### src/hw/rtl/tldm_pkg.sv
// Package for the tree leaf distance matrix block.
// Holds the controller state type and the command/status structs; no dependencies.
`default_nettype none
package tldm_pkg;
    localparam int NBR = 3;

    typedef enum logic [2:0] {
        S_LOAD,
        S_CLEAR,
        S_FIND,
        S_WALK,
        S_ECC,
        S_EMIT
    } t_state;

    typedef struct packed {
        logic load;
        logic clear;
        logic find;
        logic walk;
        logic ecc;
        logic emit;
        logic next_leaf;
        logic reset_fill;
    } t_cmd;

    typedef struct packed {
        logic find_done;
        logic found;
        logic walk_done;
        logic leaf_last;
        logic emit_last;
    } t_status;
endpackage
`default_nettype wire

### src/hw/rtl/tree_leaf_distance_matrix.sv
// Leaf distance matrix of an unrooted binary tree, loaded one edge per transaction.
// Flow: edges are taken back to back while loading; after the last edge a clear step,
// then for each leaf a search of the internal nodes for its father, a bounded walk
// and an eccentricity write (a leaf no internal node lists skips the walk); the
// LEAVES*LEAVES entries then leave one at a time through the output register.
// Reset (synchronous, active low) empties the adjacency lists and the controller.
`default_nettype none
module tree_leaf_distance_matrix #(
    parameter int LEAVES = 8
) (
    input  wire logic        i_clk,
    input  wire logic        i_rst_n,
    input  wire logic        s_axis_tvalid,
    output logic             s_axis_tready,
    input  wire logic [7:0]  s_axis_tdata,  // end_a[3:0], end_b[7:4]
    input  wire logic        s_axis_tlast,
    output logic             m_axis_tvalid,
    input  wire logic        m_axis_tready,
    output logic [23:0]      m_axis_tdata,  // row_leaf, col_leaf, hops, row_eccentricity, diameter
    output logic             m_axis_tlast
);
    tldm_pkg::t_cmd    cmd;
    tldm_pkg::t_status status;
    logic in_fire, out_load, out_final;
    logic [3:0] row, col;
    logic [2:0] hops, ecc, diam;
    logic r_valid;
    logic [16:0] r_data;
    logic r_last;

    assign in_fire = s_axis_tvalid && s_axis_tready;

    tldm_ctrl u_ctrl (
        .i_clk(i_clk), .i_rst_n(i_rst_n), .i_in_fire(in_fire), .i_last(s_axis_tlast),
        .i_out_free(!r_valid || m_axis_tready), .i_status(status), .o_cmd(cmd),
        .o_in_ready(s_axis_tready), .o_out_load(out_load), .o_out_final(out_final)
    );

    tldm_datapath #(.LEAVES(LEAVES)) u_dp (
        .i_clk(i_clk), .i_rst_n(i_rst_n), .i_cmd(cmd),
        .i_end_a(s_axis_tdata[3:0]), .i_end_b(s_axis_tdata[7:4]), .o_status(status),
        .o_row(row), .o_col(col), .o_hops(hops), .o_ecc(ecc), .o_diam(diam)
    );

    always_ff @(posedge i_clk) begin
        if (!i_rst_n) r_valid <= 1'b0;
        else if (out_load) r_valid <= 1'b1;
        else if (m_axis_tready) r_valid <= 1'b0;
        if (out_load) begin
            r_data <= {diam, ecc, hops, col, row};
            r_last <= out_final;
        end
    end

    assign m_axis_tvalid = r_valid;
    assign m_axis_tdata  = {7'd0, r_data};
    assign m_axis_tlast  = r_last;

    a_no_load_while_busy: assert property (@(posedge i_clk) disable iff (!i_rst_n)
        out_load |-> (!$past(r_valid) || $past(m_axis_tready)))
        else $error("output register overwritten");
    a_no_input_in_run: assert property (@(posedge i_clk) disable iff (!i_rst_n)
        (m_axis_tvalid && !m_axis_tlast) |-> !s_axis_tready)
        else $error("input taken during emit");
    a_last_then_idle: assert property (@(posedge i_clk) disable iff (!i_rst_n)
        (in_fire && s_axis_tlast) |=> !s_axis_tready)
        else $error("ready after last edge");
endmodule
`default_nettype wire

### src/hw/rtl/tldm_datapath.sv
// Datapath: adjacency table, walk stacks, distance memory, emit counters.
// Depends on tldm_pkg.
`default_nettype none
module tldm_datapath #(
    parameter int LEAVES = 8
) (
    input  wire logic              i_clk,
    input  wire logic              i_rst_n,
    input  wire tldm_pkg::t_cmd    i_cmd,
    input  wire logic [3:0]        i_end_a,
    input  wire logic [3:0]        i_end_b,
    output tldm_pkg::t_status      o_status,
    output logic [3:0]             o_row,
    output logic [3:0]             o_col,
    output logic [2:0]             o_hops,
    output logic [2:0]             o_ecc,
    output logic [2:0]             o_diam
);
    localparam int INNER = LEAVES - 2;
    localparam int NODE_MAX = 2 * LEAVES - 2;
    localparam int LW = $clog2(LEAVES);
    localparam int SW = $clog2(INNER);
    localparam int AW = 2 * LW;
    localparam int MEM_DEPTH = 1 << AW;
    localparam int WALK_LIMIT = 8 * LEAVES;
    localparam int CW = $clog2(WALK_LIMIT + 1);

    logic [3:0] r_nbr [INNER][tldm_pkg::NBR];
    logic [1:0] r_fill [INNER];
    logic [2:0] r_depth [INNER];
    logic [3:0] r_par [INNER];
    logic [1:0] r_cur [INNER];
    logic [2:0] r_dist [MEM_DEPTH];
    logic [MEM_DEPTH-1:0] r_dvalid;
    logic [2:0] r_eccm [LEAVES];

    logic [LW-1:0] r_leaf;     // walk source leaf minus one
    logic [SW:0]   r_scan;     // father search index
    logic [3:0]    r_node;     // current node
    logic [3:0]    r_father;
    logic [CW-1:0] r_steps;
    logic [2:0]    r_ecc_acc;
    logic [2:0]    r_diam;
    logic [LW-1:0] r_erow;
    logic [LW-1:0] r_ecol;
    logic [LW-1:0] r_erow_q;
    logic [LW-1:0] r_ecol_q;
    logic [2:0]    r_rd;
    logic          r_rd_v;
    logic [2:0]    r_rd_ecc;
    logic          r_walk_done;

    function automatic logic is_inner(input logic [3:0] v);
        return ({1'b0, v} > 5'(LEAVES)) && ({1'b0, v} <= 5'(NODE_MAX));
    endfunction
    function automatic logic [2:0] sat_inc(input logic [2:0] v);
        return (v == 3'd7) ? 3'd7 : v + 3'd1;
    endfunction
    function automatic logic [SW-1:0] slot(input logic [3:0] v);
        logic [3:0] t;
        t = v - 4'(LEAVES + 1);
        return t[SW-1:0];
    endfunction

    logic [3:0] leaf_id;
    assign leaf_id = 4'({1'b0, r_leaf}) + 4'd1;

    // Father search: one internal node per cycle, lowest first.
    logic scan_hit;
    always_comb begin
        scan_hit = 1'b0;
        if (r_scan < (SW+1)'(INNER)) begin
            for (int k = 0; k < tldm_pkg::NBR; k++) begin
                if (2'(k) < r_fill[r_scan[SW-1:0]] &&
                        r_nbr[r_scan[SW-1:0]][k] == leaf_id)
                    scan_hit = 1'b1;
            end
        end
    end

    logic [SW-1:0] cs;
    logic [3:0]    v_nb;
    logic          has_nb;
    assign cs     = slot(r_node);
    assign has_nb = r_cur[cs] < r_fill[cs];
    assign v_nb   = r_nbr[cs][r_cur[cs]];

    logic [2:0] h_new;
    assign h_new = sat_inc(r_depth[cs]);
    logic leaf_hit;
    assign leaf_hit = i_cmd.walk && !r_walk_done && has_nb && v_nb != r_par[cs] &&
                      !is_inner(v_nb) && v_nb >= 4'd1 && {1'b0, v_nb} <= 5'(LEAVES) &&
                      v_nb != leaf_id;

    logic [LW-1:0] vl;
    assign vl = LW'(v_nb - 4'd1);

    logic [AW-1:0] wr_addr;
    logic [AW-1:0] rd_addr;
    assign wr_addr = {r_leaf, vl};
    assign rd_addr = {r_erow, r_ecol};

    always_ff @(posedge i_clk) begin
        if (!i_rst_n) begin
            for (int s = 0; s < INNER; s++) r_fill[s] <= '0;
            r_walk_done <= 1'b0;
            r_diam <= '0;
        end else begin
            if (i_cmd.load) begin
                if (is_inner(i_end_a) && r_fill[slot(i_end_a)] != 2'd3) begin
                    r_nbr[slot(i_end_a)][r_fill[slot(i_end_a)]] <= i_end_b;
                    r_fill[slot(i_end_a)] <= r_fill[slot(i_end_a)] + 2'd1;
                end
                if (is_inner(i_end_b)) begin
                    if (is_inner(i_end_a) && i_end_a == i_end_b) begin
                        if (r_fill[slot(i_end_b)] < 2'd2) begin
                            r_nbr[slot(i_end_b)][r_fill[slot(i_end_b)] + 2'd1] <= i_end_a;
                            r_fill[slot(i_end_b)] <= r_fill[slot(i_end_b)] + 2'd2;
                        end
                    end else if (r_fill[slot(i_end_b)] != 2'd3) begin
                        r_nbr[slot(i_end_b)][r_fill[slot(i_end_b)]] <= i_end_a;
                        r_fill[slot(i_end_b)] <= r_fill[slot(i_end_b)] + 2'd1;
                    end
                end
            end
            if (i_cmd.clear) begin
                r_diam <= '0;
                r_leaf <= '0;
                r_scan <= '0;
            end
            if (i_cmd.find) begin
                r_ecc_acc <= '0;
                r_steps <= '0;
                r_walk_done <= 1'b0;
                if (scan_hit) begin
                    r_father <= 4'(r_scan) + 4'(LEAVES + 1);
                    r_node <= 4'(r_scan) + 4'(LEAVES + 1);
                    r_depth[r_scan[SW-1:0]] <= 3'd1;
                    r_par[r_scan[SW-1:0]] <= leaf_id;
                    r_cur[r_scan[SW-1:0]] <= '0;
                end else begin
                    r_scan <= r_scan + 1'b1;
                end
            end
            if (i_cmd.walk && !r_walk_done) begin
                r_steps <= r_steps + 1'b1;
                if (r_steps == CW'(WALK_LIMIT - 1)) r_walk_done <= 1'b1;
                if (has_nb) begin
                    r_cur[cs] <= r_cur[cs] + 2'd1;
                    if (v_nb != r_par[cs] && is_inner(v_nb)) begin
                        r_depth[slot(v_nb)] <= h_new;
                        r_par[slot(v_nb)] <= r_node;
                        r_cur[slot(v_nb)] <= '0;
                        r_node <= v_nb;
                    end
                end else if (r_node == r_father || !is_inner(r_par[cs])) begin
                    r_walk_done <= 1'b1;
                end else begin
                    r_node <= r_par[cs];
                end
            end
            if (leaf_hit) begin
                if (h_new > r_ecc_acc) r_ecc_acc <= h_new;
                if (h_new > r_diam) r_diam <= h_new;
            end
            if (i_cmd.ecc) begin
                r_eccm[r_leaf] <= i_cmd.find ? 3'd0 : r_ecc_acc;
            end
            if (i_cmd.next_leaf) begin
                r_leaf <= r_leaf + 1'b1;
                r_scan <= '0;
            end
            if (i_cmd.reset_fill) begin
                for (int s = 0; s < INNER; s++) r_fill[s] <= '0;
            end
        end
    end

    // Distance memory, written by the walk and read at the emit address for each emitted entry.
    always_ff @(posedge i_clk) begin
        if (leaf_hit) r_dist[wr_addr] <= h_new;
        r_rd <= r_dist[rd_addr];
    end

    // One valid bit per entry, so that entries no walk reached read as zero.
    always_ff @(posedge i_clk) begin
        if (!i_rst_n || i_cmd.clear) r_dvalid <= '0;
        else if (leaf_hit) r_dvalid[wr_addr] <= 1'b1;
        r_rd_v <= r_dvalid[rd_addr];
    end

    always_ff @(posedge i_clk) begin
        if (!i_rst_n || i_cmd.clear) begin
            r_erow <= '0;
            r_ecol <= '0;
        end else if (i_cmd.emit) begin
            if (r_ecol == LW'(LEAVES - 1)) begin
                r_ecol <= '0;
                r_erow <= r_erow + 1'b1;
            end else begin
                r_ecol <= r_ecol + 1'b1;
            end
        end
        r_rd_ecc <= r_eccm[r_erow];
    end

    always_ff @(posedge i_clk) begin
        if (i_cmd.emit) begin
            r_erow_q <= r_erow;
            r_ecol_q <= r_ecol;
        end
    end

    assign o_row  = 4'(r_erow_q) + 4'd1;
    assign o_col  = 4'(r_ecol_q) + 4'd1;
    assign o_hops = (r_erow_q == r_ecol_q) ? 3'd0 : (r_rd_v ? r_rd : 3'd0);
    assign o_ecc  = r_rd_ecc;
    assign o_diam = r_diam;

    assign o_status.find_done  = scan_hit || r_scan >= (SW+1)'(INNER);
    assign o_status.found      = scan_hit;
    assign o_status.walk_done  = r_walk_done;
    assign o_status.leaf_last  = r_leaf == LW'(LEAVES - 1);
    assign o_status.emit_last  = (r_erow == LW'(LEAVES - 1)) && (r_ecol == LW'(LEAVES - 1));
endmodule
`default_nettype wire

### src/hw/rtl/tldm_ctrl.sv
// Controller state machine for the distance matrix block.
// Depends on tldm_pkg; drives tldm_datapath by command struct.
`default_nettype none
module tldm_ctrl (
    input  wire logic               i_clk,
    input  wire logic               i_rst_n,
    input  wire logic               i_in_fire,
    input  wire logic               i_last,
    input  wire logic               i_out_free,
    input  wire tldm_pkg::t_status  i_status,
    output tldm_pkg::t_cmd          o_cmd,
    output logic                    o_in_ready,
    output logic                    o_out_load,
    output logic                    o_out_final
);
    tldm_pkg::t_state r_state, n_state;
    logic r_pend, r_pend_last;

    always_ff @(posedge i_clk) begin
        if (!i_rst_n) begin
            r_state <= tldm_pkg::S_LOAD;
            r_pend <= 1'b0;
            r_pend_last <= 1'b0;
        end else begin
            r_state <= n_state;
            // Data returns in the cycle after each emit read.
            r_pend <= o_cmd.emit;
            r_pend_last <= o_cmd.emit && i_status.emit_last;
        end
    end

    assign o_out_load  = r_pend;
    assign o_out_final = r_pend_last;

    always_comb begin
        n_state = r_state;
        o_cmd = '0;
        o_in_ready = 1'b0;
        case (r_state)
            tldm_pkg::S_LOAD: begin
                o_in_ready = 1'b1;
                o_cmd.load = i_in_fire;
                if (i_in_fire && i_last) n_state = tldm_pkg::S_CLEAR;
            end
            tldm_pkg::S_CLEAR: begin
                o_cmd.clear = 1'b1;
                n_state = tldm_pkg::S_FIND;
            end
            tldm_pkg::S_FIND: begin
                o_cmd.find = 1'b1;
                if (i_status.found) n_state = tldm_pkg::S_WALK;
                else if (i_status.find_done) begin
                    o_cmd.ecc = 1'b1;
                    o_cmd.next_leaf = 1'b1;
                    if (i_status.leaf_last) n_state = tldm_pkg::S_EMIT;
                end
            end
            tldm_pkg::S_WALK: begin
                o_cmd.walk = 1'b1;
                if (i_status.walk_done) n_state = tldm_pkg::S_ECC;
            end
            tldm_pkg::S_ECC: begin
                o_cmd.ecc = 1'b1;
                o_cmd.next_leaf = 1'b1;
                n_state = i_status.leaf_last ? tldm_pkg::S_EMIT : tldm_pkg::S_FIND;
            end
            tldm_pkg::S_EMIT: begin
                if (i_out_free && !r_pend) begin
                    o_cmd.emit = 1'b1;
                    if (i_status.emit_last) begin
                        o_cmd.reset_fill = 1'b1;
                        n_state = tldm_pkg::S_LOAD;
                    end
                end
            end
            default: n_state = tldm_pkg::S_LOAD;
        endcase
    end
endmodule
`default_nettype wire
### config.mk
export PLATFORM = sky130hd
export DESIGN_NAME = tree_leaf_distance_matrix
export DESIGN_NICKNAME = d
export VERILOG_FILES = /design/src/hw/rtl/tldm_pkg.sv /design/src/hw/rtl/tree_leaf_distance_matrix.sv /design/src/hw/rtl/tldm_datapath.sv /design/src/hw/rtl/tldm_ctrl.sv
export SDC_FILE = /design/constraint.sdc
export NUM_CORES = 1
export LEC_CHECK = 0
export BUFFER_PORTS_ARGS = -buffer_cell sky130_fd_sc_hd__buf_2
export CORE_MARGIN = 2
export CORE_UTILIZATION = 57
export CTS_BUF_LIST = sky130_fd_sc_hd__clkbuf_16
export DETAILED_ROUTE_END_ITERATION = 12
export PLACE_DENSITY = 0.73
export SLEW_MARGIN = 30
export SYNTH_ARGS = -nofsm -noshare
export SYNTH_HDL_FRONTEND = slang
export SYNTH_SLANG_ARGS = --single-unit
### constraint.sdc
create_clock -name i_clk -period 6.8 [get_ports i_clk]
set_clock_uncertainty 0.05 [all_clocks]
set_input_delay 1.7 -clock i_clk [delete_from_list [all_inputs] [get_ports i_clk]]
set_output_delay 1.7 -clock i_clk [all_outputs]
set_load 0.01 [all_outputs]
==> metrics.md <==
| Metric | Value |
|---|---|
| Run status | `finished, final reports clean` |
| Number of primary I/O pins | `40` |
| CTS H-tree lvls | `2` |
| Clock Latency Late Sink | `0.60 ns` |
| Layout Nets | `1806` |
| Initial DRC Count | `1571` |
| DPL Wire Length | `40.7 mm` |
| CTS tree | `done` |
| Clk sinks | `497` |
| First-pass GRT wire length | `91.6 mm` |
| Avg Cell Area, Syn | `13.8 um^2` |
| Arrival @ worst endpoint | `5.87 ns` |
| Std-Cell Rows | `75` |
| Leakage dissipation | `8.93 nW` |
| Pwr/cell area | `283 nW/um^2` |
| Final Critical Period | `5.69 ns` |
| Final setup violation count | `0` |
| Total negative setup slack | `0 ns` |
| Global Route Usage Sum | `0.270` |
| Post-synth EDFFs | `395` |
| Delay of the slowest critical-path stage | `0.69 ns` |
| Layout cells sized above 1 | `0.221` |
| Crit-path cells | `inv_1 -> ha_1 -> buf_4 -> buf_4 -> mux2_2 -> nor4_1 -> nor4_1 -> a21oi_2 -> inv_1 -> o31ai_1 -> nand3b_1 -> or2_2 -> buf_4 -> nor4_1` |
| Vias in the first global route | `15600` |
| VDD IR-drop max | `0.000175 V` |
| Synthesized flop and latch total | `497` |
| Ys async rst share | `0` |
| Worst Setup End Kind | `flop` |
| Seq/Total Area, Yosys | `0.571` |
| Worst-case clock buffer depth | `3` |
| Drt wl/cell | `25.5 um` |
| Crit start category | `flop` |
| Upper clock frequency limit | `176 MHz` |
| Netlist cell types | `77` |
| Mapped Area | `24300 um^2` |
| Tot Pwr | `7.51 mW` |
| Chip width | `211 um` |
| Final setup margin | `1.11 ns` |
| Final Max Tran Viols | `0` |
| CTS root buf | `clkbuf_16` |
| Crit path required time | `6.98 ns` |
| Die height | `211 um` |
| Routability cong. | `0.947` |
| Starting Density | `0.579` |
| DR vias | `15900` |
| Via density | `6.80` |
| CTS clk-pin slew, worst paths | `0.07 ns` |
| Antenna Nets Post-Route | `0` |
| Postcts setup bufs | `0` |
| PortBufs | `32` |
| Slew @ Worst Pin | `1.09 ns` |
| Yosys warns | `0` |
| Hold-fix buffers, CTS | `0` |
| Hold_ws | `0.354 ns` |
| RSZ-0062 raised after global routing | `no` |
| CTS resizes | `0` |
| Primary FF master, synth | `edfxtp_1` |
| Fin util | `0.632` |
| GRT overflow | `0` |
| Max-capacitance violation count | `0` |
| Initial antenna violation count | `0` |
| Antenna cells | `0` |
| First-pass iteration count of the detailed router | `5` |
| Final hold viol count | `0` |
| Largest net degree at the start of global routing | `69` |
| Crit Path Max Fanout | `49` |
| Syn-to-layout area delta | `9.16%` |
| Core box area | `42000 um^2` |
| Slew HR | `0.271` |
| Period utilization | `0.837` |
| Post-placement setup slack | `0.884 ns` |
| Die Area | `44400 um^2` |
| DRC | `0` |
| Routed wire length | `59.5 mm` |
| Hold Crit Class | `reg2reg` |
| WS Path Type | `reg2reg` |
| Slowest-stage cell, CP | `or2_2` |
| Gate Count Post-Synth | `1759` |
| Cts bufs inserted | `49` |
-- per-stage QoR --
step | instances | cell area (um^2)
3_3_place_gp | 2246 | 25000
3_5_place_dp | 2246 | 25000
2_1_floorplan | 1765 | 24400
5_1_grt | 2338 | 26600
6_report | 2338 | 26600
4_1_cts | 2338 | 26600
-- critical path: cells and delay by family (launching register included) --
family / cells / cell delay, ns
multiplexers: 1 / 0.38
flip-flops: 1 / 0.41
AO/OA/AOI/OAI: 2 / 0.65
AND/OR/NAND/NOR: 5 / 2.06
buffers and inverters: 5 / 1.14
adder cells (fa/ha/maj): 1 / 0.61
-- cell usage in the layout (no fill, tap or decap), types with 6 or more instances in the layout --
cell type     n
a2111oi_0     7
a211o_1       7
a21oi_1      48
a31oi_1       9
a32o_1       64
and2_1       14
and3_1        9
buf_2        32
buf_4        43
clkbuf_16    51
clkinv_1     12
clkinv_2      9
clkinvlp_4    6
conb_1        7
dfxtp_1      98
edfxtp_1    395
ha_1         35
inv_1        37
mux2_2       79
mux2i_1      58
mux4_2      130
nand2_1     103
nand2b_1     17
nand3_1      42
nand3b_1     12
nor2_1       93
nor2b_1      15
nor3_1       62
nor4_1       40
o211a_1       6
o21ai_0      48
o22ai_1      20
o31a_1        6
o31ai_1      19
or2_2         8
or3_1        11
xnor2_1      30
xor2_1       16
-- synth_stat cells, drive strengths merged, types with 8 or more instances --
cell type,n,area [um^2]
edfxtp,395,11900
a21oi,49,249
a31oi,9,56.3
clkbuf,78,293
nand2b,19,119
o22ai,20,125
a32o,64,641
ha,35,438
mux2,79,890
nor4,42,278
or2,8,50.1
nand2,104,390
o31ai,19,143
inv,32,120
mux4,130,2930
o21ai,50,254
mux2i,58,581
and3,9,56.3
nor2b,15,93.8
nor2,94,353
dfxtp,102,2040
buf,55,272
xor2,16,140
nand3,42,210
xnor2,31,279
and2,16,100
a2111oi,10,125
or3,11,68.8
nor3,63,320
nand3b,12,90.1
-- layout make-up --
| cell class | instances | area, um^2 |
|---|---|---|
| clock buffers | 51 | 1280 |
| clock inverters | 41 | 303 |
| fillers | 3101 | 15500 |
| inverters | 35 | 131 |
| multi-input cells | 1100 | 9790 |
| flip-flops and latches | 497 | 13900 |
| well taps | 539 | 674 |
| repair buffers | 75 | 483 |
-- metal layers --
metal | part of all wire | track usage | vias to the layer above
met5 | 0 | 0 | -
met4 | 0.036 | 0.101 | 0
met3 | 0.079 | 0.0535 | 152
met2 | 0.49 | 0.445 | 782
met1 | 0.40 | 0.358 | 7965
li1 | - | - | 6991
-- kinds of logic after synthesis --
logic type,synth area share
adders and majority gates,0.0180
AOI/OAI and AO/OA,0.0886
muxes,0.181
xor gates and xnor gates,0.0172
DFF,0.571
other,0.000154
buffers and inverters,0.0286
and+or+nand+nor,0.0954
-- final timing paths --
path                       startpoint                           end  slack (ns)  cells after the start
max reg2reg  u_dp.r_node[1]$_DFFE_PP_  u_dp.r_dist[27][1]$_DFFE_PP_        1.11                     14
max          u_dp.r_node[1]$_DFFE_PP_  u_dp.r_dist[27][1]$_DFFE_PP_        1.11                     14
min             u_dp.o_ecc[0]$_DFF_P_          r_data[11]$_DFFE_PP_        0.35                      0
min reg2reg     u_dp.o_ecc[0]$_DFF_P_          r_data[11]$_DFFE_PP_        0.35                      0
-- power breakdown --
part	leakage, nW	switching [mW]	internal [mW]
combinational	3.51	0.812	0.529
clock	0.797	1.17	1.48
sequential	4.62	0.138	3.37
total	8.93	2.12	5.38
-- state kept, by name (all words and copies together), names as in the netlist, 4 cells and up, named ones only --
signal / flops
u_dp.r_dist: 192
u_dp.r_steps: 7
u_dp.r_dvalid: 64
u_dp.r_cur: 12
u_dp.r_scan: 4
u_dp.r_fill: 16
u_dp.r_eccm: 24
u_dp.r_nbr: 72
u_dp.r_node: 4
u_dp.r_par: 24
r_data: 17
u_dp.r_father: 4
u_dp.r_depth: 18
Note: power is estimated with default switching activity, not from simulation.
